**src/design/era_pkg.sv**
```systemverilog
// ----------------------------------------------------------------------------
// era_pkg: shared types, constants and helpers of the Euler rotation block
// Holds the angle and entry formats, the lane record that travels along the
// series cells, the reciprocal table used for the series divisions and the
// sign-magnitude helpers of the matrix products.
// ----------------------------------------------------------------------------
package era_pkg;

   // Field formats
   localparam int ANGLE_WIDTH     = 16;
   localparam int ENTRY_FRAC_BITS = 14;
   localparam int ENTRY_WIDTH     = ENTRY_FRAC_BITS + 2;

   // Phase and series formats
   localparam int PHASE_WIDTH = 32;
   localparam int RESID_BITS  = 29;
   localparam int WORK_FRAC   = 30;
   localparam int WIDE_WIDTH  = 33;

   localparam logic [31:0]         PI_QUARTER_Q32 = 32'hC90F_DAA2;
   localparam logic [32:0]         Q32_ONE        = 33'h1_0000_0000;
   localparam logic [RESID_BITS:0] RESID_FULL     = {1'b1, {RESID_BITS{1'b0}}};
   localparam logic [62:0]         ROUND_Q30      = 63'd1 << (WORK_FRAC - 1);

   // Pipeline depth, stage by stage
   localparam int CELL_COUNT    = 5;
   localparam int CELL_STAGES   = 3;
   localparam int REDUCE_STAGES = 2;
   localparam int FOLD_STAGES   = 2;
   localparam int MATRIX_STAGES = 7;
   localparam int PIPE_DEPTH    = REDUCE_STAGES + CELL_COUNT * CELL_STAGES
                                  + FOLD_STAGES + MATRIX_STAGES;

   typedef logic signed [ANGLE_WIDTH-1:0] angle_type;
   typedef logic signed [ENTRY_WIDTH-1:0] entry_type;
   typedef logic signed [WIDE_WIDTH-1:0]  wide_type;
   typedef logic [32:0]                   recip_type;
   typedef logic [2:0]                    rshift_type;

   // Record handed from cell to cell: reduced angle, its square, octant and
   // the running Horner terms of the sine and cosine series.
   typedef struct packed {
      logic [31:0] x;
      logic [31:0] x2;
      logic [2:0]  oct;
      logic [32:0] ts;
      logic [32:0] tc;
   } lane_type;

   // Q30 value in sign-magnitude form
   typedef struct packed {
      logic        neg;
      logic [30:0] mag;
   } sm_type;

   // Unrounded product of two Q30 magnitudes
   typedef struct packed {
      logic        neg;
      logic [61:0] mag;
   } prod_type;

   typedef struct packed {
      sm_type sn;
      sm_type cs;
   } sc_type;

   typedef struct packed {
      entry_type m00;
      entry_type m01;
      entry_type m02;
      entry_type m10;
      entry_type m11;
      entry_type m12;
      entry_type m20;
      entry_type m21;
      entry_type m22;
   } rot_type;

   // Exact division by a small constant k: floor(v * M / 2^(32 + l)) with
   // M = ceil(2^(32 + l) / k) and l = ceil(log2 k). The first sine cell has
   // a zero reciprocal, which leaves its term at one.
   localparam recip_type SIN_RECIP [CELL_COUNT] = '{
      33'd0, 33'd7635497416, 33'd6544712071, 33'd6871947674, 33'd5726623062
   };
   localparam rshift_type SIN_SHIFT [CELL_COUNT] = '{3'd0, 3'd7, 3'd6, 3'd5, 3'd3};
   localparam recip_type COS_RECIP [CELL_COUNT] = '{
      33'd6108397933, 33'd4908534053, 33'd4581298450, 33'd5726623062, 33'd4294967296
   };
   localparam rshift_type COS_SHIFT [CELL_COUNT] = '{3'd7, 3'd6, 3'd5, 3'd4, 3'd1};

   // Final rounding of a Q30 entry to the output format
   localparam int       FIN_SHIFT    = WORK_FRAC - ENTRY_FRAC_BITS;
   localparam wide_type FIN_BIAS_POS = WIDE_WIDTH'((64'd1 << FIN_SHIFT) >> 1);
   localparam wide_type FIN_BIAS_NEG = WIDE_WIDTH'((64'd1 << FIN_SHIFT) - 64'd1)
                                       - FIN_BIAS_POS;
   localparam wide_type ENTRY_LIMIT  = WIDE_WIDTH'(64'd1 << ENTRY_FRAC_BITS);

   // Product of two sign-magnitude values, not yet rounded
   function automatic prod_type sm_mul(sm_type a, sm_type b);
      prod_type p;
      p.neg = a.neg ^ b.neg;
      p.mag = 62'(a.mag) * 62'(b.mag);
      return p;
   endfunction

   // Round a product back to Q30, half away from zero on the magnitude
   function automatic sm_type sm_round(prod_type p);
      logic [62:0] sum;
      sm_type      r;
      sum   = {1'b0, p.mag} + ROUND_Q30;
      r.neg = p.neg;
      r.mag = sum[WORK_FRAC +: 31];
      return r;
   endfunction

   // Sign-magnitude to two's complement
   function automatic wide_type sm_to_signed(sm_type a);
      wide_type v;
      v = signed'({2'b00, a.mag});
      return a.neg ? -v : v;
   endfunction

   // Round a Q30 entry to the output scale, half away from zero, and
   // saturate to plus or minus one.
   function automatic entry_type finish_entry(wide_type v);
      wide_type bias;
      wide_type e;
      bias = v[WIDE_WIDTH-1] ? FIN_BIAS_NEG : FIN_BIAS_POS;
      e    = (v + bias) >>> FIN_SHIFT;
      if (e > ENTRY_LIMIT) begin
         e = ENTRY_LIMIT;
      end else if (e < -ENTRY_LIMIT) begin
         e = -ENTRY_LIMIT;
      end
      return ENTRY_WIDTH'(e);
   endfunction

endpackage

```
**src/design/era_fold.sv**
```systemverilog
// ----------------------------------------------------------------------------
// era_fold: series completion and octant fold
// Closes the sine series with a final multiplication by x, rounds both
// results to Q30 and picks and signs them according to the octant.
// ----------------------------------------------------------------------------
module era_fold (
   input  logic              clock,
   input  logic              en,
   input  era_pkg::lane_type lane_in,
   output era_pkg::sc_type   sc_out
);
   import era_pkg::*;

   logic [64:0] prod;
   logic [31:0] s_a_ff;
   logic [31:0] s_a_in;
   logic [32:0] c_a_ff;
   logic [2:0]  oct_a_ff;
   logic [30:0] mag_s;
   logic [30:0] mag_c;
   logic        swap;
   sc_type      sc_ff;
   sc_type      sc_in;

   // Sine is x times the last sine term.
   always_comb begin
      prod   = 65'(lane_in.x) * 65'(lane_in.ts);
      s_a_in = prod[63:32];
   end

   // Round to Q30; octants one, two, five and six swap sine and cosine,
   // the upper half negates the sine, the middle quarters the cosine.
   always_comb begin
      mag_s         = 31'(({1'b0, s_a_ff} + 33'd2) >> 2);
      mag_c         = 31'((34'(c_a_ff) + 34'd2) >> 2);
      swap          = oct_a_ff[0] ^ oct_a_ff[1];
      sc_in.sn.mag  = swap ? mag_c : mag_s;
      sc_in.sn.neg  = oct_a_ff[2];
      sc_in.cs.mag  = swap ? mag_s : mag_c;
      sc_in.cs.neg  = oct_a_ff[2] ^ oct_a_ff[1];
   end

   always_ff @(posedge clock) begin
      if (en) begin
         s_a_ff   <= s_a_in;
         c_a_ff   <= lane_in.tc;
         oct_a_ff <= lane_in.oct;
         sc_ff    <= sc_in;
      end
   end

   assign sc_out = sc_ff;

endmodule

```
**config.mk**
```make
export PLATFORM = sky130hd
export DESIGN_NAME = era_fold
export DESIGN_NICKNAME = d
export VERILOG_FILES = /design/src/design/era_pkg.sv /design/src/design/era_fold.sv
export SDC_FILE = /design/constraint.sdc
export NUM_CORES = 2
export LEC_CHECK = 0
export ABC_AREA = 1
export BUFFER_PORTS_ARGS = -buffer_cell sky130_fd_sc_hd__buf_2
export CORE_ASPECT_RATIO = 0.9
export CORE_MARGIN = 2
export CORE_UTILIZATION = 40
export DETAILED_ROUTE_END_ITERATION = 8
export GPL_ROUTABILITY_DRIVEN = 0
export SYNTH_ARGS = -nofsm -noshare
export SYNTH_HDL_FRONTEND = slang
export SYNTH_SLANG_ARGS = --single-unit
```
**constraint.sdc**
```tcl
create_clock -name clock -period 14.4 [get_ports clock]
set_clock_uncertainty 0.2 [all_clocks]
set_input_delay 2.16 -clock clock [delete_from_list [all_inputs] [get_ports clock]]
set_output_delay 2.16 -clock clock [all_outputs]
set_load 0.02 [all_outputs]
```
---- After elaboration in Yosys (flattened, before gate mapping) ----
Cells that the tools add are included.
storage, ports and cells
  bits in registers ....................... 132
  input bits .............................. 135
  output and inout bits ................... 64
  logic and storage cells ................. 14
cells by class
  $add $sub $neg .......................... 2
  $mul .................................... 1
  multiplexer cells ....................... 2
  bitwise operators ....................... 2
operators by type and width
  kind                   count
  $mul 32x33->64         1
  $mux 31                2
  $add 32x2->33 const B  1
  $add 33x2->33 const B  1
  $xor 1x1->1            2

---- Depth between registers and ports, before layout ----
  word-level depth ........................ 2
  gate-level depth with buffers ........... 35
  gate-level depth less buffers ........... 33

---- Worst setup path after synthesis ----
OpenSTA, ideal clock, no wires.
  path type ............................... input to register
  start point ............................. input port lane_in[109] (netlist bit)
  end point ............................... register s_a_ff[29] (data pin)
  library setup time ...................... 252 ps
  arrival ................................. 8156 ps
  required time ........................... 13948 ps
  setup slack ............................. 5792 ps
  stages .................................. 26
  buffers on the path ..................... 2
  path through ............................ clkbuf_1 clkbuf_1 nand2_1 fa_1 inv_1 fa_1 fa_1 inv_1 fa_1 inv_1 fa_1 fa_1 fa_1 inv_1 fa_1 inv_1 ha_1 nand2_1 nor2_1 inv_1 nor2_1 inv_1 nor4_1 nand2_1 nand3_1 nand2_1
on the way
  longest elaborated chain between the ends .. 1
RTL lines
  item                  RTL line        text
  start, declared       era_fold.sv:9   input era_pkg::lane_type lane_in,
  $mul 32x33->64        era_fold.sv:27  prod = 65'(lane_in.x) * 65'(lane_in.ts);
  net prod[61]          era_fold.sv:14  logic [64:0] prod;
  end signal, assigned  era_fold.sv:45  s_a_ff <= s_a_in;
  end, declared         era_fold.sv:15  logic [31:0] s_a_ff;
The timed path passes the listed nets, and every way through them passes these cells.
A chain may end at the register's enable or synchronous reset.

---- Final worst setup path ----
  start point ............................. input port lane_in[109] (netlist bit)
  end point ............................... register s_a_ff[20] (data pin)
The elaborated chain is that of the path after synthesis.

==> flow_summary.json <==
{
  "status": "completed",
  "top_usage_layer": "met2",
  "crit_type": "in2reg",
  "overflow": 0,
  "rr_worst_depth": 7,
  "stdcell_area_um2": 44090,
  "die_h_um": 309.9,
  "routed_wl_um": 117200,
  "area_growth_pct": 6.045,
  "post-cts-setup-buffers": 0,
  "critical_path.slowest_cell": "buf_2",
  "dp.cells": 6638,
  "slowest_delay_ns": 0.71,
  "synth_common_cells": "inv_1 (1606), nand2_1 (1552), fa_1 (924), ha_1 (257), clkbuf_1 (234)",
  "synth.most_common_cell": "inv_1",
  "grtUsageMet1_pct": 32.46,
  "synth.net_count": 6628,
  "async_flop_share_pct": 0,
  "endpoint": "s_a_ff[20]",
  "fillerInstances": 10580,
  "ff2ff_setup_slack_ns": 11.63,
  "drcViolationCount": 0,
  "ys_top_cells_by_area": "fa_1 (44%), inv_1 (14%), nand2_1 (14%), edfxtp_1 (9.4%), ha_1 (7.7%)",
  "setup.worst_path.end_class": "flop",
  "synthesis.area_um2": 41580,
  "hpwl_um": 91860,
  "drv_slew": 0,
  "fin_util_pct": 42.64,
  "start_util_pct": 40.21,
  "synth_cell_types": 34,
  "clock_sinks": 130,
  "synthSimpleGateAreaFrac_pct": 17.77,
  "gr-usage-met2_pct": 38.52,
  "synth_seq_cells": 130,
  "ctsHoldBuffers": 0,
  "first_iter_violations": 2261,
  "synth_compound_area_share_pct": 2.522,
  "fp.dieW_um": 343.9,
  "syn_area_per_cell_um2": 7.828,
  "slew_headroom_pct": 22.29,
  "muxShareOfSynthArea_pct": 0,
  "num_vias": 32510,
  "cp_common_cell": "fa_1",
  "yosys.area.top_type": "fa_1",
  "portBuffers": 165,
  "cts_buffer_depth": 2,
  "drv_cap": 0,
  "r2r-start": "oct_a_ff[1]",
  "grt_pass1_vias": 34290,
  "worst_slew_pin_slew_ns": 1.166,
  "synth_cells": 5312,
  "ys_seq_area_share_pct": 9.388,
  "htreeDepth": 4,
  "critical_path.max_fanout": 33,
  "via_per_inst": 4.874,
  "fmax_mhz": 108.1,
  "place_area_um2": 43460,
  "synth_top_family_by_area": "adder cells",
  "period_share_pct": 64.23,
  "insertion_delay_ns": 0.42,
  "core_um2": 103400,
  "cts_resized": 0,
  "min_period_ns": 9.249,
  "clk_transition_reported_paths_ns": 0.06,
  "met3_usage_pct": 2.567,
  "synthAdderAreaFrac_pct": 52.22,
  "grt_pass1_wl_um": 190400,
  "cts_buffers": 17,
  "cts_tree": "yes",
  "synth_edf_count": 130,
  "drive_gt1_share_pct": 4.527,
  "final_cells": 6669,
  "rows": 112,
  "fin_nets": 6605,
  "drtAntennaViolNets": 0,
  "grt_max_degree": 95,
  "cp.required_ns": 14.35,
  "n_antenna_cell": 0,
  "synth_xor_area_share_pct": 1.453,
  "antenna_found_initial": 5,
  "min_path_type": "reg2reg",
  "rsz0062_at_grt": "false",
  "setup_viol": 0,
  "crit_path_start_kind": "input pin",
  "wl_per_cell_um": 17.58,
  "ios": 199,
  "dieArea_um2": 106600,
  "grt.total_usage_pct": 22.98,
  "r2r-end": "sc_out[62]",
  "synth_top_area_share_pct": 44.49,
  "cts-root-buf": "clkbuf_16",
  "synth_ff_type": "edfxtp_1",
  "startpoint": "lane_in[109]",
  "worst_ep_arrival_time_ns": 9.20,
  "fin_tns_setup_ns": 0,
  "hold_viol": 0,
  "yosysWarnings": 0,
  "drtPass1Iterations": 8
}
-- layer usage --
| metal | wire length [um] | share of wire, % |
|---|---|---|
| met3 | 8577 | 7.3 |
| met1 | 51350 | 44 |
| met2 | 55240 | 47 |
| met4 | 2032 | 1.7 |
| met5 | 43 | 0.037 |
-- worst min-delay path by stage --
stage,depth (start not counted),end,slack [ns],startpoint
after floorplan,0,sc_out[63],0.25,oct_a_ff[2]
after global placement,0,sc_out[63],0.25,oct_a_ff[2]
after detailed placement,0,sc_out[63],0.27,oct_a_ff[2]
after CTS,0,sc_out[63],0.28,oct_a_ff[2]
after global routing,0,sc_out[63],0.28,oct_a_ff[2]
final,0,sc_out[63],0.28,oct_a_ff[2]
-- critical path, delay by kind of cell --
kind,cells,cell delay [ns]
buf+inv,8,1.14
simple gates,9,1.31
fa+ha+maj,9,4.54
-- flip-flops by register name (all words and copies together) (netlist names) --
name / count
oct_a_ff: 3
c_a_ff: 32
sc_out: 64
s_a_ff: 31
-- cells in the final DEF, fill, tap and decap left out, drive strengths merged, types with 23 or more instances in the layout --
master	count
a21oi	84
buf	195
edfxtp	130
fa	924
ha	257
inv	1607
nand2	1555
nand3	74
nand4	23
nor2	187
nor3	33
o21ai	97
xnor2	33
xor2	36
-- cells by family after synthesis --
kind of cell,count (synthesis)
adders and majority gates,1181
AOI/OAI and AO/OA,200
and+or+nand+nor,1888
buffers and inverters,1844
xor gates and xnor gates,69
DFF,130
-- stage by stage --
step,setup WS [ns],hold WS (ns)
global placement,4.820,0.2506
finish,5.151,0.2845
CTS,5.241,0.2804
global route,4.807,0.2827
floorplan,5.792,0.2473
detailed placement,4.812,0.2672
-- cell type report --
cell class	instances	area, um^2	area share, %
Timing Repair Buffer	195	1054	2.389
Tap cell	1368	1712	3.882
Multi-Input combinational cell	3338	30760	69.75
Clock inverter	14	212.7	0.4824
Clock buffer	17	425.4	0.9648
Sequential cell	130	3904	8.853
Inverter	1607	6032	13.68
Power is left out: the tool's default activity adds up to more than one toggle a clock period on the data nets, which glitch-free logic cannot reach.
