### src/design/era_pkg.sv
// ----------------------------------------------------------------------------
// era_pkg: shared types, constants and helpers of the Euler rotation block
// Holds the angle and entry formats, the lane record that travels along the
// series cells, the reciprocal table used for the series divisions and the
// sign-magnitude helpers of the matrix products.
// ----------------------------------------------------------------------------
package era_pkg;

   // Field formats
   localparam int ANGLE_WIDTH     = 16;
   localparam int ENTRY_FRAC_BITS = 14;
   localparam int ENTRY_WIDTH     = ENTRY_FRAC_BITS + 2;

   // Phase and series formats
   localparam int PHASE_WIDTH = 32;
   localparam int RESID_BITS  = 29;
   localparam int WORK_FRAC   = 30;
   localparam int WIDE_WIDTH  = 33;

   localparam logic [31:0]         PI_QUARTER_Q32 = 32'hC90F_DAA2;
   localparam logic [32:0]         Q32_ONE        = 33'h1_0000_0000;
   localparam logic [RESID_BITS:0] RESID_FULL     = {1'b1, {RESID_BITS{1'b0}}};
   localparam logic [62:0]         ROUND_Q30      = 63'd1 << (WORK_FRAC - 1);

   // Pipeline depth, stage by stage
   localparam int CELL_COUNT    = 5;
   localparam int CELL_STAGES   = 3;
   localparam int REDUCE_STAGES = 2;
   localparam int FOLD_STAGES   = 2;
   localparam int MATRIX_STAGES = 7;
   localparam int PIPE_DEPTH    = REDUCE_STAGES + CELL_COUNT * CELL_STAGES
                                  + FOLD_STAGES + MATRIX_STAGES;

   typedef logic signed [ANGLE_WIDTH-1:0] angle_type;
   typedef logic signed [ENTRY_WIDTH-1:0] entry_type;
   typedef logic signed [WIDE_WIDTH-1:0]  wide_type;
   typedef logic [32:0]                   recip_type;
   typedef logic [2:0]                    rshift_type;

   // Record handed from cell to cell: reduced angle, its square, octant and
   // the running Horner terms of the sine and cosine series.
   typedef struct packed {
      logic [31:0] x;
      logic [31:0] x2;
      logic [2:0]  oct;
      logic [32:0] ts;
      logic [32:0] tc;
   } lane_type;

   // Q30 value in sign-magnitude form
   typedef struct packed {
      logic        neg;
      logic [30:0] mag;
   } sm_type;

   // Unrounded product of two Q30 magnitudes
   typedef struct packed {
      logic        neg;
      logic [61:0] mag;
   } prod_type;

   typedef struct packed {
      sm_type sn;
      sm_type cs;
   } sc_type;

   typedef struct packed {
      entry_type m00;
      entry_type m01;
      entry_type m02;
      entry_type m10;
      entry_type m11;
      entry_type m12;
      entry_type m20;
      entry_type m21;
      entry_type m22;
   } rot_type;

   // Exact division by a small constant k: floor(v * M / 2^(32 + l)) with
   // M = ceil(2^(32 + l) / k) and l = ceil(log2 k). The first sine cell has
   // a zero reciprocal, which leaves its term at one.
   localparam recip_type SIN_RECIP [CELL_COUNT] = '{
      33'd0, 33'd7635497416, 33'd6544712071, 33'd6871947674, 33'd5726623062
   };
   localparam rshift_type SIN_SHIFT [CELL_COUNT] = '{3'd0, 3'd7, 3'd6, 3'd5, 3'd3};
   localparam recip_type COS_RECIP [CELL_COUNT] = '{
      33'd6108397933, 33'd4908534053, 33'd4581298450, 33'd5726623062, 33'd4294967296
   };
   localparam rshift_type COS_SHIFT [CELL_COUNT] = '{3'd7, 3'd6, 3'd5, 3'd4, 3'd1};

   // Final rounding of a Q30 entry to the output format
   localparam int       FIN_SHIFT    = WORK_FRAC - ENTRY_FRAC_BITS;
   localparam wide_type FIN_BIAS_POS = WIDE_WIDTH'((64'd1 << FIN_SHIFT) >> 1);
   localparam wide_type FIN_BIAS_NEG = WIDE_WIDTH'((64'd1 << FIN_SHIFT) - 64'd1)
                                       - FIN_BIAS_POS;
   localparam wide_type ENTRY_LIMIT  = WIDE_WIDTH'(64'd1 << ENTRY_FRAC_BITS);

   // Product of two sign-magnitude values, not yet rounded
   function automatic prod_type sm_mul(sm_type a, sm_type b);
      prod_type p;
      p.neg = a.neg ^ b.neg;
      p.mag = 62'(a.mag) * 62'(b.mag);
      return p;
   endfunction

   // Round a product back to Q30, half away from zero on the magnitude
   function automatic sm_type sm_round(prod_type p);
      logic [62:0] sum;
      sm_type      r;
      sum   = {1'b0, p.mag} + ROUND_Q30;
      r.neg = p.neg;
      r.mag = sum[WORK_FRAC +: 31];
      return r;
   endfunction

   // Sign-magnitude to two's complement
   function automatic wide_type sm_to_signed(sm_type a);
      wide_type v;
      v = signed'({2'b00, a.mag});
      return a.neg ? -v : v;
   endfunction

   // Round a Q30 entry to the output scale, half away from zero, and
   // saturate to plus or minus one.
   function automatic entry_type finish_entry(wide_type v);
      wide_type bias;
      wide_type e;
      bias = v[WIDE_WIDTH-1] ? FIN_BIAS_NEG : FIN_BIAS_POS;
      e    = (v + bias) >>> FIN_SHIFT;
      if (e > ENTRY_LIMIT) begin
         e = ENTRY_LIMIT;
      end else if (e < -ENTRY_LIMIT) begin
         e = -ENTRY_LIMIT;
      end
      return ENTRY_WIDTH'(e);
   endfunction

endpackage

### src/design/era_reduce.sv
// ----------------------------------------------------------------------------
// era_reduce: angle reduction
// Maps an angle onto a 32-bit phase, splits off the octant, folds the
// residual and forms the reduced angle in Q32 radians and its square.
// ----------------------------------------------------------------------------
module era_reduce (
   input  logic              clock,
   input  logic              en,
   input  era_pkg::angle_type angle,
   output era_pkg::lane_type  lane_out
);
   import era_pkg::*;

   logic [PHASE_WIDTH-1:0] phase;
   logic [2:0]             oct;
   logic [RESID_BITS:0]    resid;
   logic [63:0]            xprod;
   logic [63:0]            sqprod;

   logic [31:0] x1_ff;
   logic [31:0] x1_in;
   logic [2:0]  oct1_ff;
   logic [31:0] x2_ff;
   logic [31:0] x2_in;
   logic [31:0] x_ff;
   logic [2:0]  oct_ff;

   // Phase, octant and the residual, mirrored in odd octants.
   always_comb begin
      phase = PHASE_WIDTH'(unsigned'(angle)) << (PHASE_WIDTH - ANGLE_WIDTH);
      oct   = phase[PHASE_WIDTH-1 -: 3];
      resid = {1'b0, phase[RESID_BITS-1:0]};
      if (oct[0]) begin
         resid = RESID_FULL - resid;
      end
      xprod = 64'(resid) * 64'(PI_QUARTER_Q32);
      x1_in = xprod[RESID_BITS +: 32];
   end

   // Square of the reduced angle in Q32.
   always_comb begin
      sqprod = 64'(x1_ff) * 64'(x1_ff);
      x2_in  = sqprod[63:32];
   end

   always_ff @(posedge clock) begin
      if (en) begin
         x1_ff   <= x1_in;
         oct1_ff <= oct;
         x2_ff   <= x2_in;
         x_ff    <= x1_ff;
         oct_ff  <= oct1_ff;
      end
   end

   // Both series start from a term of one.
   always_comb begin
      lane_out.x   = x_ff;
      lane_out.x2  = x2_ff;
      lane_out.oct = oct_ff;
      lane_out.ts  = Q32_ONE;
      lane_out.tc  = Q32_ONE;
   end

endmodule

### config.mk
export PLATFORM = sky130hd
export DESIGN_NAME = era_reduce
export DESIGN_NICKNAME = d
export VERILOG_FILES = /design/src/design/era_pkg.sv /design/src/design/era_reduce.sv
export SDC_FILE = /design/constraint.sdc
export NUM_CORES = 2
export LEC_CHECK = 0
export ABC_CLOCK_PERIOD_IN_PS = 18250
export BUFFER_PORTS_ARGS = -buffer_cell sky130_fd_sc_hd__buf_2
export CORE_MARGIN = 2
export CORE_UTILIZATION = 30
export DETAILED_ROUTE_END_ITERATION = 7
export PLACE_DENSITY_LB_ADDON = 0.15
export SLEW_MARGIN = 20
export SYNTH_ARGS = -nofsm -noshare
export SYNTH_HDL_FRONTEND = slang
export SYNTH_SLANG_ARGS = --single-unit
### constraint.sdc
create_clock -name clock -period 18.25 [get_ports clock]
set_input_delay 1.825 -clock clock [delete_from_list [all_inputs] [get_ports clock]]
set_output_delay 1.825 -clock clock [all_outputs]
set_load 0.01 [all_outputs]
## Word level (Yosys, flattened, before mapping)

Index checks and enable logic that the tools add are counted.
W data, S select, Z words.

| operators by class | value |
|---|---|
| multipliers | 2 |
| div/mod/pow operators | 0 |
| muxes and demuxes | 1 |
| $lt $le $gt $ge | 0 |
| $add $sub $neg | 1 |
| equal/unequal tests | 0 |
| shift operators | 0 |
| reduce and logical (&&, ||, !) cells | 0 |
| bitwise logic cells | 0 |

Operators with widths:

| operator | number |
|---|---|
| $mul A32 B32 Y64 | 1 |
| $mul A30 B31 Y60 const B | 1 |
| $mux W30 | 1 |
| $sub A30 B29 Y30 const A | 1 |

| storage, ports and cells | value |
|---|---|
| logic and storage cells | 9 |
| bits in latches | 0 |
| output and inout bits | 133 |
| bits in read-only memories | 0 |
| memories | 0 |
| memory bits (writable) | 0 |
| input bits | 18 |
| bits in registers | 102 |

## Logic depth before layout (Yosys ltp)

| depth | value |
|---|---|
| depth in word-level cells | 3 |
| depth in mapped cells | 31 |
| mapped depth without buffers | 31 |

## Worst setup path before layout

No wires, ideal clock.

| timing path | value |
|---|---|
| path type | input-to-reg |
| start point | in angle[2] |
| end point | reg x1_ff[28], data pin |
| data required time | 17.992 ns |
| library setup time | 0.258 ns |
| path buffers | 0 |
| cell stages on the path | 22 |
| setup slack | 8.940 ns |
| arrival time | 9.052 ns |
| path through | or3_1 -> or3b_1 -> or3_1 -> nor4b_1 -> inv_1 -> fa_1 -> inv_1 -> fa_1 -> inv_1 -> fa_1 -> fa_1 -> fa_1 -> inv_1 -> ha_1 -> ha_1 -> ha_1 -> ha_1 -> and3_1 -> a221o_1 -> o41a_4 -> a31oi_4 -> xnor2_1 |

| on the way | value |
|---|---|
| cells in the longest elaborated chain, start to end | 3 |

RTL lines:

| element | line | text |
|---|---|---|
| from (decl) | era_reduce.sv:9 | `input era_pkg::angle_type angle,` |
| $sub A30 B29 Y30 | era_reduce.sv:34 | `resid = RESID_FULL - resid;` |
| $mux W30 * | era_reduce.sv:33 | `if (oct[0]) begin` |
| $mul A30 B31 Y60 * | era_reduce.sv:36 | `xprod = 64'(resid) * 64'(PI_QUARTER_Q32);` |
| named net x1_in[28] | era_reduce.sv:21 | `logic [31:0] x1_in;` |
| to (signal assigned) | era_reduce.sv:48 | `x1_ff <= x1_in;` |
| to (decl) | era_reduce.sv:20 | `logic [31:0] x1_ff;` |

The timed path passes the listed nets; every way through them passes the cells marked *.
A chain may end at the register's enable or synchronous reset.

## Worst setup path in the final report

| timing path | value |
|---|---|
| start point | in angle[2] |
| end point | reg x1_ff[31], data pin |

Same word-level chain as after synthesis.

==> results.txt <==
----------------------------------------------------
[Synth]
  Primary flip-flop cell chosen by synthesis mapping ... edfxtp_1
  Netlist cell types ... 73
  Main area contributors after synthesis ... fa_1 (48%), ha_1 (16%), inv_1 (11%)
  Dominant cell type by area after synthesis ... fa_1
  Post-synthesis instance area ... 39,400 µm²
  Number of enable flip-flop cells after synthesis ... 102
  Post-synthesis sequential element count ... 102
  Sequential-to-total area share from yosys stat ... 7.78%
  Cell count after synthesis ... 3,953
  Fraction of synthesis flops using an asynchronous set or reset pin ... 0%
  Proportion of netlist area held by the largest area contributor ... 47.5%
  Avg Synthesized Cell Area ... 9.96 µm²
  Number of warnings reported in the yosys synthesis log ... 0

[Floorplan]
  Die Span X ... 366 µm
  Height of the chip ... 366 µm
  Starting density of the core ... 30.3%
  Floorplan core area ... 130,000 µm²
  Std-Cell Rows ... 132
  I/O pins ... 151
  Die Area ... 134,000 µm²

[Drt]
  Routed Antenna Nets ... 0
  Post-Route WL ... 109,000 µm
  Average wire per standard cell ... 19.0 µm
  Post-DR vias/cell ... 4.43
  # DRC ... 0
  First-iteration detailed-routing DRC count ... 1,250
  DRT Pass-1 Iters ... 5
  Via count of the routed design ... 25,362

[Timing]
  Final setup vio count ... 0
  Top achievable clock speed ... 0.102 GHz
  Clock Skew ... 0.0442 ns
  Sum of negative setup slack ... 0 ns
  Actual transition at the worst max-transition pin ... 1.18 ns
  Number of slew-limit violations in the final report ... 0
  Headroom to the max-slew limit ... 20.5%
  Final hold violation count ... 0
  Min cycle time layout ... 9.83 ns
  Unrepaired setup endpoints after global routing ... false
  Post-route fraction of the period consumed by the critical path ... 53.9%

[Setup path]
  Cell at the slowest stage of the critical path ... xor2_1
  Highest cell delay on the worst timing path ... 0.75 ns
  R2R Path Start ... x1_ff[15]$_DFFE_PP_
  Worst setup slack for register-to-register paths ... 8.65 ns
  Critical path's top delay family ... adder cells
  Buffering stage count on the worst path with inverters included ... 5
  Cell with the most instances on the worst path ... fa_1
  Endpoint class of the critical path ... flop
  Maximum fanout along the worst path ... 9
  Kind of launch point of the worst setup path ... input port
  Critical register-to-register path endpoint ... x2_ff[31]$_DFFE_PP_
  Signal arrival time at the worst endpoint ... 10.00 ns
  Setup Crit Path Kind ... input port to flop
  Length in cells of the worst reg-to-reg path ... 27
  Worst Path Required ... 18.42 ns

[Place]
  Dpl hpwl ... 86,900 µm
  Placer's final routability congestion estimate ... 0.861
  Number of buffers added on ports ... 84

[Global routing]
  Global-route total usage across every layer ... 17.0%
  Antenna violations before repair ... 9
  Vias in the first global route ... 28,695
  Grt total ovfl ... 0
  First-pass GRT wire length ... 173,000 µm
  Maximum number of pins on one net before global-route repair ... 54

[Status]
  Outcome ... completed

[Clock tree]
  Num CTS Buffers ... 9
  Clock sink count ... 102
  Maximum buffer depth of the clock tree ... 2
  Cts repair resizes ... 0
  Setup fix buffers added after clock tree synthesis ... 0
  Max H-tree Level ... 3
  Hold bufs inserted after CTS ... 0
  Skew-Pair Late Insertion Delay ... 0.45 ns
  Root Driver ... clkbuf_16
  Clock Pin Slew Worst Setup and Hold Paths ... 0.11 ns
  Clock tree from TritonCTS ... done

[Min path]
  Instance count along the most critical hold path ... 0
  Hold Crit Endpoint ... oct_ff[2]$_DFFE_PP_
  Source of the worst hold timing path ... oct1_ff[2]$_DFFE_PP_
  Classification of the worst-slack hold path ... flop to flop

[Layout]
  Layout area overhead ... 6.47%
  Final antenna diode count ... 0
  Share of cells above drive strength 1 ... 4.07%
  Final nets ... 5,433

[Run]
  Max cap viols ... 0

----------------------------------------------------
## synthesized netlist by cell type (all sizes together), types with 36 or more instances
| cell type | number |
|---|---|
| o21ai | 51 |
| xor2 | 36 |
| fa | 935 |
| a21o | 49 |
| clkbuf | 106 |
| xnor2 | 57 |
| nand2 | 332 |
| ha | 501 |
| nor2 | 113 |
| a21oi | 88 |
| edfxtp | 102 |
| buf | 70 |
| and2 | 185 |
| inv | 1124 |
## area by class of cell
cell class | count | area [µm²]
fillers | 13743 | 87900
multi-input cells | 2611 | 31400
inverters | 1128 | 4230
flip-flops and latches | 102 | 3060
well taps | 1742 | 2180
repair buffers | 127 | 749
clock buffers | 9 | 225
clock inverters | 6 | 53.8
## layer usage
metal	global-route usage (%)	vias to the layer above	share of wire, %
met1	23.9	13126	46
li1	-	11691	-
met3	2.12	77	4.7
met5	0	-	0.025
met2	28.2	464	47
met4	3.19	4	1.6
## flip-flops by register name, indices dropped and copies added (netlist names)
signal / flops
oct_ff: 3
oct1_ff: 3
x_ff: 32
x1_ff: 32
x2_ff: 32
## worst register-to-register path: stages, from the launching register on
cell and delay (ns):
edfxtp_1 0.33, buf_4 0.42, clkinv_1 0.71, nor2_1 0.38, inv_1 0.09, fa_1 0.43, fa_1 0.52, fa_1 0.51
inv_1 0.06, fa_1 0.49, inv_1 0.05, fa_1 0.41, inv_1 0.10, fa_1 0.44, fa_1 0.49, inv_1 0.05
fa_1 0.39, inv_1 0.08, ha_1 0.43, a21oi_1 0.34, nand2_1 0.09, a221oi_1 0.70, o221ai_1 0.47, or2_1 0.38
o21ai_2 0.22, o21bai_1 0.17, o41ai_1 0.43, xnor2_1 0.15
## layout by cell type, fill, tap and decap left out, types with 66 or more instances in the layout
| master | n |
|---|---|
| buf_2 | 83 |
| edfxtp_1 | 102 |
| nand2_1 | 332 |
| fa_1 | 935 |
| inv_1 | 1123 |
| a21oi_1 | 88 |
| ha_1 | 501 |
| and2_1 | 185 |
| conb_1 | 66 |
| nor2_1 | 113 |
## how the worst max path moves through the flow
stage	from	slack, ns	depth (start not counted)	end
finish	angle[2]	8.42	28	x1_ff[31]$_DFFE_PP_
global placement	angle[2]	8.12	28	x1_ff[31]$_DFFE_PP_
floorplan	angle[2]	8.94	22	x1_ff[28]$_DFFE_PP_
global route	angle[2]	7.94	28	x1_ff[31]$_DFFE_PP_
detailed placement	angle[2]	7.95	28	x1_ff[31]$_DFFE_PP_
CTS	angle[2]	8.39	28	x1_ff[31]$_DFFE_PP_
## cell families (layout without fill, tap and decap cells)
group	count (synthesis)	in the layout	synth area share, %
other	2	66	0.0191
AND/OR/NAND/NOR	738	738	8.88
XOR/XNOR	93	93	2.07
flip-flops	102	102	7.78
multiplexers	2	2	0.0540
buffers and inverters	1304	1270	13.1
AO/OA/AOI/OAI	276	276	4.65
adder cells (fa/ha/maj)	1436	1436	63.5
## metrics by stage
stage	util (%)	worst slack (ns)	cells	hold slack (ns)	instance area [µm²]
floorplan	-	8.94	4017	0.400	39600
finish	32.3	8.42	5725	0.405	41900
detailed placement	32.1	7.95	5710	0.411	41600
CTS	32.3	8.39	5725	0.402	41900
global route	32.3	7.94	5725	0.421	41900
global placement	32.1	8.12	5710	0.401	41600
Power is left out: the tool's default activity adds up to more than one toggle a clock period on the data nets, which glitch-free logic cannot reach.
